--- config.mk ---
export PLATFORM = sky130hd
export DESIGN_NAME = day_range_reservation_map
export DESIGN_NICKNAME = d
export VERILOG_FILES = /design/src/rtl/drr_pkg.sv /design/src/rtl/drr_date_check.sv /design/src/rtl/day_range_reservation_map.sv
export SDC_FILE = /design/constraint.sdc
export NUM_CORES = 1
export LEC_CHECK = 0
export ABC_CLOCK_PERIOD_IN_PS = 13300
export CORE_MARGIN = 4
export CORE_UTILIZATION = 40
export DETAILED_ROUTE_END_ITERATION = 12
export DONT_BUFFER_PORTS = 1
export GPL_TIMING_DRIVEN = 0
export PLACE_DENSITY = 0.56
export SLEW_MARGIN = 20
export SYNTH_ARGS = -nofsm -noshare
export SYNTH_HDL_FRONTEND = slang
export SYNTH_HIERARCHICAL = 1
export SYNTH_SLANG_ARGS = --single-unit
--- constraint.sdc ---
create_clock -name clk -period 13.3 [get_ports clk]
set_input_delay 1.33 -clock clk [delete_from_list [all_inputs] [get_ports clk]]
set_output_delay 1.33 -clock clk [all_outputs]
set_load 0.02 [all_outputs]
--- src/rtl/drr_pkg.sv ---
package drr_pkg;

    localparam int YEAR_W  = 14;
    localparam int MONTH_W = 4;
    localparam int DAY_W   = 5;
    localparam int COUNT_W = 9;
    localparam int WORD_W  = 32;
    localparam int MONTHS  = 12;
    localparam int MIDX_W  = 4;
    localparam int Q100_W  = 8;

    localparam logic [YEAR_W-1:0] YEAR_RESET = 14'd2000;

    // Reciprocal of 100 scaled by 2^19; exact floor for every 14-bit year.
    localparam logic [12:0] RECIP_100  = 13'd5243;
    localparam int          RECIP_SHIFT = 19;

    localparam logic [1:0] FUNC_CHECK    = 2'd0;
    localparam logic [1:0] FUNC_RESERVE  = 2'd1;
    localparam logic [1:0] FUNC_CANCEL   = 2'd2;
    localparam logic [1:0] FUNC_VALIDATE = 2'd3;

    localparam logic [MONTH_W-1:0] MONTH_JAN = 4'd1;
    localparam logic [MONTH_W-1:0] MONTH_FEB = 4'd2;
    localparam logic [MONTH_W-1:0] MONTH_APR = 4'd4;
    localparam logic [MONTH_W-1:0] MONTH_JUN = 4'd6;
    localparam logic [MONTH_W-1:0] MONTH_SEP = 4'd9;
    localparam logic [MONTH_W-1:0] MONTH_NOV = 4'd11;
    localparam logic [MONTH_W-1:0] MONTH_DEC = 4'd12;

    localparam logic [DAY_W-1:0] LEN_31 = 5'd31;
    localparam logic [DAY_W-1:0] LEN_30 = 5'd30;
    localparam logic [DAY_W-1:0] LEN_29 = 5'd29;
    localparam logic [DAY_W-1:0] LEN_28 = 5'd28;

    typedef struct packed {
        logic [MONTH_W-1:0] start_month;
        logic [DAY_W-1:0]   start_day;
        logic [MONTH_W-1:0] end_month;
        logic [DAY_W-1:0]   end_day;
    } range_t;

    function automatic logic [DAY_W-1:0] month_len(input logic [MONTH_W-1:0] m,
                                                   input logic leap);
        logic [DAY_W-1:0] len;
        len = LEN_31;
        if (m == MONTH_APR || m == MONTH_JUN || m == MONTH_SEP || m == MONTH_NOV)
        begin
            len = LEN_30;
        end
        else if (m == MONTH_FEB)
        begin
            len = leap ? LEN_29 : LEN_28;
        end
        return len;
    endfunction

endpackage

--- src/rtl/drr_date_check.sv ---
module drr_date_check (
    input  drr_pkg::range_t rng,
    input  logic            leap,
    output logic            valid
);

    logic months_ok;
    logic days_ok;
    logic order_ok;
    logic len_ok;

    always_comb
    begin
        months_ok = (rng.start_month >= drr_pkg::MONTH_JAN)
                 && (rng.start_month <= drr_pkg::MONTH_DEC)
                 && (rng.end_month >= drr_pkg::MONTH_JAN)
                 && (rng.end_month <= drr_pkg::MONTH_DEC)
                 && (rng.end_month >= rng.start_month);
        days_ok   = (rng.start_day != '0) && (rng.end_day != '0);
        order_ok  = !((rng.start_month == rng.end_month) && (rng.start_day >= rng.end_day));
        len_ok    = (rng.start_day <= drr_pkg::month_len(rng.start_month, leap))
                 && (rng.end_day <= drr_pkg::month_len(rng.end_month, leap));
        valid     = months_ok && days_ok && order_ok && len_ok;
    end

endmodule

--- src/rtl/day_range_reservation_map.sv ---
// Day range reservation map: one booked bit for every day of the configured year.
// Input channel (in_valid/in_ready) carries one request beat: func, start date
// (inclusive) and end date (exclusive). Output channel (out_valid/out_ready)
// returns one result beat per request: ok, day_count and rejected.
// Write the year register through cfg_we/cfg_wdata only while the block is idle;
// the block itself does not enforce this. A request passes through the states
// DIV, LEAP and CHECK; a rejected or validate-only request then goes to DONE,
// any other request first walks the N months the range spans (1 to 12) in WALK.
// The map is kept as twelve 32-bit month words and one shared mask unit visits
// one month word per cycle. DONE loads the output register once it is free.
// The block takes one request at a time; in_ready is high only while the
// sequencer is idle, but a new request is taken while the last result still
// waits in the output register. If the receiver stalls, the result stays in
// the output register and the next request finishes its work and then waits
// until that register is free.
// Reset clears every booked bit (all days free), sets the year to 2000 and
// empties the output register.
module day_range_reservation_map (
    input  logic                         clk,
    input  logic                         rst_n,
    input  logic                         cfg_we,
    input  logic [drr_pkg::YEAR_W-1:0]   cfg_wdata,
    input  logic                         in_valid,
    output logic                         in_ready,
    input  logic [1:0]                   func,
    input  logic [drr_pkg::MONTH_W-1:0]  start_month,
    input  logic [drr_pkg::DAY_W-1:0]    start_day,
    input  logic [drr_pkg::MONTH_W-1:0]  end_month,
    input  logic [drr_pkg::DAY_W-1:0]    end_day,
    output logic                         out_valid,
    input  logic                         out_ready,
    output logic                         ok,
    output logic [drr_pkg::COUNT_W-1:0]  day_count,
    output logic                         rejected
);

    typedef enum logic [5:0] {
        S_IDLE  = 6'b000001,
        S_DIV   = 6'b000010,
        S_LEAP  = 6'b000100,
        S_CHECK = 6'b001000,
        S_WALK  = 6'b010000,
        S_DONE  = 6'b100000
    } state_t;

    state_t state_reg, state_next;

    logic [drr_pkg::YEAR_W-1:0]  year_reg;
    logic [drr_pkg::Q100_W-1:0]  q100_reg, q100_next;
    logic                        leap_reg, leap_next;
    logic [1:0]                  func_reg;
    drr_pkg::range_t             rng_reg;
    logic [drr_pkg::MIDX_W-1:0]  midx_reg, midx_next;
    logic                        res_ok_reg, res_ok_next;
    logic                        res_rej_reg, res_rej_next;
    logic [drr_pkg::COUNT_W-1:0] res_count_reg, res_count_next;
    logic                        out_valid_reg;
    logic                        ok_reg;
    logic                        rejected_reg;
    logic [drr_pkg::COUNT_W-1:0] day_count_reg;
    logic [drr_pkg::WORD_W-1:0]  booked_reg [drr_pkg::MONTHS];

    logic                        range_ok;
    logic [26:0]                 year_prod;
    logic [14:0]                 q100_times;
    logic [drr_pkg::MONTH_W-1:0] cur_month;
    logic [drr_pkg::DAY_W-1:0]   lo;
    logic [drr_pkg::DAY_W-1:0]   hi;
    logic [drr_pkg::WORD_W-1:0]  mask;
    logic [drr_pkg::WORD_W-1:0]  cur_word;
    logic [drr_pkg::WORD_W-1:0]  new_word;
    logic                        last_month;
    logic                        accept;
    logic                        out_free;

    drr_date_check u_date_check (
        .rng   (rng_reg),
        .leap  (leap_reg),
        .valid (range_ok)
    );

    assign accept   = in_valid && in_ready;
    assign in_ready = (state_reg == S_IDLE);
    assign out_free = !out_valid_reg || out_ready;

    assign out_valid = out_valid_reg;
    assign ok        = ok_reg;
    assign day_count = day_count_reg;
    assign rejected  = rejected_reg;

    always_comb
    begin
        year_prod  = {13'd0, year_reg} * {14'd0, drr_pkg::RECIP_100};
        q100_times = ({7'd0, q100_reg} << 6) + ({7'd0, q100_reg} << 5)
                   + ({7'd0, q100_reg} << 2);

        cur_month  = midx_reg + 4'd1;
        last_month = (cur_month == rng_reg.end_month);
        lo         = (cur_month == rng_reg.start_month) ? rng_reg.start_day - 5'd1 : '0;
        hi         = last_month ? rng_reg.end_day - 5'd1
                                : drr_pkg::month_len(cur_month, leap_reg);
        mask       = ({drr_pkg::WORD_W{1'b1}} << lo) & ~({drr_pkg::WORD_W{1'b1}} << hi);
        cur_word   = booked_reg[midx_reg];
        new_word   = (func_reg == drr_pkg::FUNC_RESERVE) ? (cur_word | mask)
                                                          : (cur_word & ~mask);
    end

    always_comb
    begin
        state_next     = state_reg;
        q100_next      = q100_reg;
        leap_next      = leap_reg;
        midx_next      = midx_reg;
        res_ok_next    = res_ok_reg;
        res_rej_next   = res_rej_reg;
        res_count_next = res_count_reg;
        case (state_reg)
            S_IDLE:
            begin
                if (accept)
                begin
                    state_next = S_DIV;
                end
            end
            S_DIV:
            begin
                q100_next  = year_prod[drr_pkg::RECIP_SHIFT +: drr_pkg::Q100_W];
                state_next = S_LEAP;
            end
            S_LEAP:
            begin
                leap_next  = (year_reg[1:0] == 2'b00)
                          && (({1'b0, year_reg} != q100_times) || (q100_reg[1:0] == 2'b00));
                state_next = S_CHECK;
            end
            S_CHECK:
            begin
                res_count_next = '0;
                midx_next      = rng_reg.start_month - 4'd1;
                if (!range_ok || func_reg == drr_pkg::FUNC_VALIDATE)
                begin
                    res_ok_next  = range_ok;
                    res_rej_next = !range_ok;
                    state_next   = S_DONE;
                end
                else
                begin
                    res_ok_next  = 1'b1;
                    res_rej_next = 1'b0;
                    state_next   = S_WALK;
                end
            end
            S_WALK:
            begin
                if (func_reg == drr_pkg::FUNC_CHECK && (cur_word & mask) != '0)
                begin
                    res_ok_next = 1'b0;
                end
                if (func_reg == drr_pkg::FUNC_RESERVE && hi > lo)
                begin
                    res_count_next = res_count_reg + {4'd0, hi - lo};
                end
                if (last_month)
                begin
                    state_next = S_DONE;
                end
                else
                begin
                    midx_next = midx_reg + 4'd1;
                end
            end
            S_DONE:
            begin
                if (out_free)
                begin
                    state_next = S_IDLE;
                end
            end
            default:
            begin
                state_next = S_IDLE;
            end
        endcase
    end

    always_ff @(posedge clk or negedge rst_n)
    begin
        if (!rst_n)
        begin
            state_reg     <= S_IDLE;
            year_reg      <= drr_pkg::YEAR_RESET;
            out_valid_reg <= 1'b0;
            for (int i = 0; i < drr_pkg::MONTHS; i++)
            begin
                booked_reg[i] <= '0;
            end
        end
        else
        begin
            state_reg <= state_next;
            if (cfg_we)
            begin
                year_reg <= cfg_wdata;
            end
            if (state_reg == S_WALK
                && (func_reg == drr_pkg::FUNC_RESERVE || func_reg == drr_pkg::FUNC_CANCEL))
            begin
                booked_reg[midx_reg] <= new_word;
            end
            if (state_reg == S_DONE && out_free)
            begin
                out_valid_reg <= 1'b1;
            end
            else if (out_ready)
            begin
                out_valid_reg <= 1'b0;
            end
        end
    end

    always_ff @(posedge clk)
    begin
        q100_reg      <= q100_next;
        leap_reg      <= leap_next;
        midx_reg      <= midx_next;
        res_ok_reg    <= res_ok_next;
        res_rej_reg   <= res_rej_next;
        res_count_reg <= res_count_next;
        if (accept)
        begin
            func_reg            <= func;
            rng_reg.start_month <= start_month;
            rng_reg.start_day   <= start_day;
            rng_reg.end_month   <= end_month;
            rng_reg.end_day     <= end_day;
        end
        if (state_reg == S_DONE && out_free)
        begin
            ok_reg        <= res_ok_reg;
            rejected_reg  <= res_rej_reg;
            day_count_reg <= res_count_reg;
        end
    end

endmodule
==> results of run 1 <==
## stage by stage
| step | hold slack (ns) | cells |
|---|---|---|
| finish | 0.423 | 2972 |
| global route | 0.395 | 2970 |
| CTS | 0.395 | 2970 |
| detailed placement | 0.406 | 2875 |
| global placement | 0.405 | 2875 |
| floorplan | 0.400 | 2029 |
## logic make-up after synthesis
group	Yosys count
multiplexers	474
XOR/XNOR	52
buffers and inverters	278
adder cells (fa/ha/maj)	215
AO/OA/AOI/OAI	255
flip-flops	448
AND/OR/NAND/NOR	307
## power by group
| part | leakage, nW | switching, mW | internal, mW | total (mW) |
|---|---|---|---|---|
| clock network | 0.876 | 0.592 | 0.886 | 1.48 |
| logic | 6.84 | 0.818 | 0.535 | 1.35 |
| registers | 5.97 | 0.0622 | 1.44 | 1.50 |
## final cells by class
cell class,count,area (sq um),share of cell area
inverters,151,572,0.0199
clock inverters,22,290,0.0101
diodes,2,5.00,0.000174
multi-input cells,1303,13200,0.461
plain buffers,127,558,0.0194
clock buffers,73,1500,0.0522
flip-flops and latches,448,11500,0.400
well taps,846,1060,0.0369
## layer usage
metal,GRT usage,part of all wire,wire (microns),up-vias
li1,-,-,-,7404
met1,0.271,0.44,30700,8587
met2,0.317,0.46,32100,418
met3,0.0525,0.068,4710,108
met4,0.0564,0.027,1900,0
met5,0,0,0,-
## worst paths after layout
path                                               start                              to  slack (ns)  cells after the start
worst min register to register  res_ok_reg$_SDFFCE_PP0P_                    ok$_DFFE_PP_        0.42                      0
worst min-delay path            res_ok_reg$_SDFFCE_PP0P_                    ok$_DFFE_PP_        0.42                      0
max in group asynchronous                          rst_n      booked_reg[85]$_DFFE_PN0P_       11.84                      0
worst max-delay path               midx_reg[1]$_DFFE_PP_  res_count_reg[8]$_SDFFCE_PN0P_        6.71                     22
worst max register to register     midx_reg[1]$_DFFE_PP_  res_count_reg[8]$_SDFFCE_PN0P_        6.71                     22
min in group asynchronous                          rst_n         year_reg[2]$_DFFE_PN0P_        0.43                      0
## cells in the mapped netlist, types with 7 or more instances
cell type / n
xnor2_1: 29
and2_1: 11
buf_2: 41
mux2_1: 14
inv_1: 148
mux2_2: 331
nand2_1: 123
a211oi_1: 7
nor2b_1: 15
xor2_1: 19
fa_1: 70
ha_1: 145
nor2_1: 62
nor3b_1: 9
a221oi_1: 8
nand3_1: 10
clkbuf_1: 76
mux2i_1: 34
o21ai_0: 89
a22oi_1: 10
o211ai_1: 8
a21o_1: 14
mux4_2: 93
a31oi_1: 10
edfxtp_1: 55
dfstp_2: 7
a21oi_1: 50
nand4_1: 12
nor4_1: 7
o221ai_1: 8
nor3_1: 16
dfrtp_1: 386
## critical path, delay by kind of cell, from the launching register on
family / cells / cell delay [ns]
AOI/OAI and AO/OA: 5 / 1.01
xor gates and xnor gates: 3 / 0.49
adders and majority gates: 3 / 1.02
buffers and inverters: 5 / 2.51
DFF: 1 / 0.39
and+or+nand+nor: 6 / 0.90
==> flow_metrics.tcl, run 1 <==
set metrics [dict create \
    status "complete, no violations" \
    clk_pin_slew_ns 0.05 \
    syn_nets 2283 \
    maxSlewHeadroom 0.154 \
    first_global_vias 17300 \
    power_density_mw_per_mm2 151 \
    synth_xor_area_frac 0.0198 \
    tns_ns 0 \
    die_h_microns 262 \
    synthSimpleGateAreaFrac 0.0584 \
    final_max_slew_viol_count 0 \
    root_buffer "clkbuf_16" \
    postSynth.asyncResetShare 0.877 \
    crit_path_end_kind "register" \
    synth_edf_count 55 \
    routed-via-count 16500 \
    wire_per_inst_microns 23.4 \
    grt_antenna_before_repair 2 \
    setup_violations 0 \
    total_power_mw 4.34 \
    netlist_area_sq_mm 0.0259 \
    overflow 0 \
    post-route-period-util 0.495 \
    critPathKind "register to register" \
    areaGrowthSynthToFinish_pct 11.1 \
    post_dp_cell_area_sq_mm 0.0269 \
    first_pass_iters 5 \
    fp.dieW_microns 262 \
    synthCells 2029 \
    rsz0062_at_grt "no" \
    cp-start-kind "register" \
    initial_utilization 0.407 \
    grt_pass1_wl_microns 106000 \
    synth_compound_area_frac 0.0634 \
    synth_top_area_cell "dfrtp_1" \
    synth_mux_area_frac 0.246 \
    ant_nets 0 \
    final_cell_mix "dfrtp_1 (386), mux2_2 (331), inv_1 (148)" \
    p_leak_nw 13.7 \
    rows 92 \
    fill_cells 5787 \
    cp_max_fo 10 \
    vdd_drop_max_mv 0.106 \
    crit_path_top_delay_cell "buf_1" \
    synth_top_family_by_area "multiplexers" \
    place_ws_ns 6.83 \
    vias_per_cell 5.56 \
    clk_latency_ns 0.61 \
    avgSynthCellArea_sq_um 12.7 \
    layout_commonest_cell "dfrtp_1" \
    clock_path_buffers 3 \
    cts_tree "yes" \
    gp_congestion 0.917 \
    largest_reg_flops 372 \
    ys_seq_elements 448 \
    track_usage 0.199 \
    synth_seq_area_share 0.445 \
    arrival_ns 6.91 \
    post_cts_buffers 0 \
    grt_start_max_net_pins 394 \
    hold_class "register to register" \
    timing.final.ws_setup_ns 6.71 \
    cts_num_sinks 448 \
    hpwl_microns 49300 \
    fp.coreArea_sq_mm 0.0635 \
    synth_fa_ha_area_frac 0.124 \
    utilization 0.452 \
    ctsHoldBuffers 0 \
    die-area_sq_mm 0.0688 \
    portBuffers 0 \
    fin_area_sq_mm 0.0287 \
    drt_iter0_markers 1293 \
    io_pins 52 \
    cpPeakStageDelay_ns 0.92 \
    finalNetCount 2336 \
    wirelength_microns 69400 \
    finalHoldViolCount 0 \
    drc 0 \
    max_freq_ghz 0.152 \
    synth_warnings 6 \
    clock_skew_ns 0.0258 \
    path_cells "buf_2 -> clkbuf_1 -> buf_1 -> inv_1 -> ha_1 -> xnor2_1 -> o311ai_2 -> nor3_2 -> clkbuf_1 -> nand2_1 -> and2_1 -> ha_1 -> a21o_1 -> a21oi_1 -> xnor2_1 -> ha_1 -> a21oi_1 -> nor2b_1 -> o21a_1 -> nand3_1 -> xor2_1 -> nor2_1" \
    synthDominantCellAreaShare 0.374 \
    critPathRequiredTime_ns 13.62 \
    post_cts_resized 0 \
    htreeDepth 2 \
    synth.distinct_cells 84 \
    post-route-min-period_ns 6.59 \
    synth_area_leaders "dfrtp_1 (37%), mux2_2 (14%), mux4_2 (8.1%), ha_1 (7.0%), edfxtp_1 (6.4%)" \
    drive_gt1_frac 0.275 \
    worst_pin_slew_ns 1.27 \
    path_common_cell "ha_1" \
    cts_buffers 51 \
    synthFlopType "dfrtp_1" \
    maxCapViolations 0 \
]
Note: power is estimated with default switching activity, not from simulation.
==> run 2, diff against run 1 <==
--- a/config.mk
+++ b/config.mk
@@ -5,7 +5,7 @@
 export SDC_FILE = /design/constraint.sdc
 export NUM_CORES = 1
 export LEC_CHECK = 0
-export ABC_CLOCK_PERIOD_IN_PS = 13300
+export ABC_CLOCK_PERIOD_IN_PS = 6400
 export CORE_MARGIN = 4
 export CORE_UTILIZATION = 40
 export DETAILED_ROUTE_END_ITERATION = 12
==> constraint.sdc (replaced) <==
create_clock -name clk -period 6.4 [get_ports clk]
set_input_delay 0.64 -clock clk [delete_from_list [all_inputs] [get_ports clk]]
set_output_delay 0.64 -clock clk [all_outputs]
set_load 0.02 [all_outputs]
==> flow_metrics.tcl, run 2 (same netlist as run 1, synthesis figures left out) <==
set metrics [dict create \
    critPathTopFamily "adder cells" \
    track_usage 0.199 \
    worst-path-buf-inv 4 \
    hold_class "input port to async pin" \
    layout_commonest_cell "dfrtp_1" \
    p_leak_nw 13.7 \
    die-area_sq_mm 0.0688 \
    final_cell_mix "dfrtp_1 (386), mux2_2 (331), inv_1 (148)" \
    crit_path_top_delay_cell "dfrtp_1" \
    post_cts_buffers 0 \
    r2r_slack_ns 0.51 \
    maxCapViolations 0 \
    path_depth 17 \
    io_pins 52 \
    ant_nets 0 \
    cpPeakStageDelay_ns 0.70 \
    pwr-share-seq 0.347 \
    power_density_mw_per_mm2 314 \
    crit_path_end_kind "register" \
    cp-start-kind "register" \
    routed-via-count 16500 \
    reg2reg_to "q100_reg[6]$_DFFE_PP_" \
    tns_ns 0 \
    fp.dieW_microns 262 \
    vdd_drop_max_mv 0.227 \
    cts_num_sinks 448 \
    clock_path_buffers 3 \
    clk_latency_ns 0.61 \
    areaGrowthSynthToFinish_pct 11.1 \
    maxSlewHeadroom -0.274 \
    fp.coreArea_sq_mm 0.0635 \
    clockPowerShare 0.341 \
    critPathKind "register to register" \
    post-route-min-period_ns 5.89 \
    die_h_microns 262 \
    setup_violations 0 \
    first_pass_iters 5 \
    worst_pin_slew_ns 1.91 \
    p_switching_mw 3.06 \
    overflow 0 \
    utilization 0.452 \
    fill_cells 5785 \
    status "finished, violations left" \
    finalNetCount 2335 \
    root_buffer "clkbuf_16" \
    drc 0 \
    pwr-share-comb 0.312 \
    final_max_slew_viol_count 236 \
    critPathRequiredTime_ns 6.74 \
    clk_pin_slew_ns 0.06 \
    rows 92 \
    drive_gt1_frac 0.276 \
    post-route-period-util 0.921 \
    netSwitchingFraction 0.340 \
    rsz0062_at_grt "no" \
    vias_per_cell 5.56 \
    clock_skew_ns 0.0278 \
    drt_iter0_markers 1322 \
    grt_start_max_net_pins 394 \
    r2r_start "year_reg[13]$_DFFE_PN0P_" \
    failed_checks "hold timing, slew limit" \
    grt_antenna_before_repair 2 \
    gp_congestion 0.917 \
    finalHoldViolCount 112 \
    arrival_ns 6.23 \
    wirelength_microns 69400 \
    cts_buffers 51 \
    largest_reg_flops 372 \
    path_cells "fa_1 -> ha_1 -> inv_1 -> fa_1 -> inv_1 -> fa_1 -> inv_1 -> fa_1 -> inv_1 -> ha_1 -> or3_1 -> a221oi_1 -> o211ai_1 -> a31o_2 -> o41ai_1 -> o21bai_1 -> xor2_1" \
    hpwl_microns 49300 \
    cp_max_fo 9 \
    cts_tree "yes" \
    intPower_mw 5.95 \
    max_freq_ghz 0.170 \
    portBuffers 0 \
    crit_start "year_reg[13]$_DFFE_PN0P_" \
    htreeDepth 2 \
    r2r_cells 17 \
    grt_pass1_wl_microns 106000 \
    initial_utilization 0.407 \
    crit_end "q100_reg[6]$_DFFE_PP_" \
    whs_ns -0.259 \
    first_global_vias 17300 \
    wire_per_inst_microns 23.4 \
]
-- run 2: repair_timing --
| item | 4_1_cts | 5_1_grt |
|---|---|---|
| cloned | 0 | 0 |
| endpoints found under the hold margin | 393 | 393 |
| endpoints found under the setup margin | 3 | 4 |
| resized for setup | 2 | 3 |
| pin swaps | 0 | 0 |
-- run 2: per-layer routing --
metal / wire length (microns) / track usage
met4: 1900 / 0.0564
met2: 32100 / 0.317
met1: 30700 / 0.271
met3: 4760 / 0.0525
met5: 0 / 0
-- run 2: worst min-delay path by stage --
| stage | to | slack (ns) |
|---|---|---|
| detailed placement | year_reg[13]$_DFFE_PN0P_ | 0.36 |
| floorplan | booked_reg[0]$_DFFE_PN0P_ | 0.34 |
| global route | year_reg[13]$_DFFE_PN0P_ | -0.29 |
| CTS | year_reg[13]$_DFFE_PN0P_ | -0.30 |
| global placement | year_reg[12]$_DFFE_PN0P_ | 0.35 |
| finish | year_reg[2]$_DFFE_PN0P_ | -0.26 |
-- run 2: final cells by class --
| class | count | area, sq um | area share |
|---|---|---|---|
| clock buffers | 73 | 1500 | 0.0522 |
| inverters | 151 | 572 | 0.0199 |
| clock inverters | 22 | 290 | 0.0101 |
| diodes | 2 | 5.00 | 0.000174 |
| well taps | 846 | 1060 | 0.0369 |
| plain buffers | 126 | 566 | 0.0197 |
| multi-input cells | 1303 | 13200 | 0.461 |
| flip-flops and latches | 448 | 11500 | 0.400 |
-- run 2: power groups by stage --
stage / clock network [mW] / logic [mW] / registers [mW]
3_3_place_gp: 0 / 2.75 / 3.18
5_1_grt: 3.25 / 3.24 / 3.14
2_1_floorplan: 0 / 2.07 / 3.12
3_5_place_dp: 0 / 2.80 / 3.18
4_1_cts: 3.14 / 2.84 / 3.13
6_report: 3.07 / 2.82 / 3.13
-- run 2: worst register-to-register path, stage by stage (launching register included) --
cell and delay [ns]:
dfrtp_1 0.70, fa_1 0.55, ha_1 0.29, inv_1 0.04, fa_1 0.48, inv_1 0.06
fa_1 0.54, inv_1 0.07, fa_1 0.53, inv_1 0.04, ha_1 0.19, or3_1 0.41
a221oi_1 0.23, o211ai_1 0.29, a31o_2 0.32, o41ai_1 0.59, o21bai_1 0.16, xor2_1 0.16
-- run 2: metrics by stage --
stage	cells	total power [mW]	setup slack (ns)	hold slack, ns	cell area [sq um]
after floorplan	2029	5.19	1.22	0.344	25900
final	2971	9.01	0.506	-0.259	28700
after CTS	2970	9.11	0.252	-0.295	28700
after global placement	2875	5.92	-0.171	0.354	26900
after detailed placement	2875	5.98	-0.0708	0.356	26900
after global routing	2969	9.63	0.117	-0.295	28700
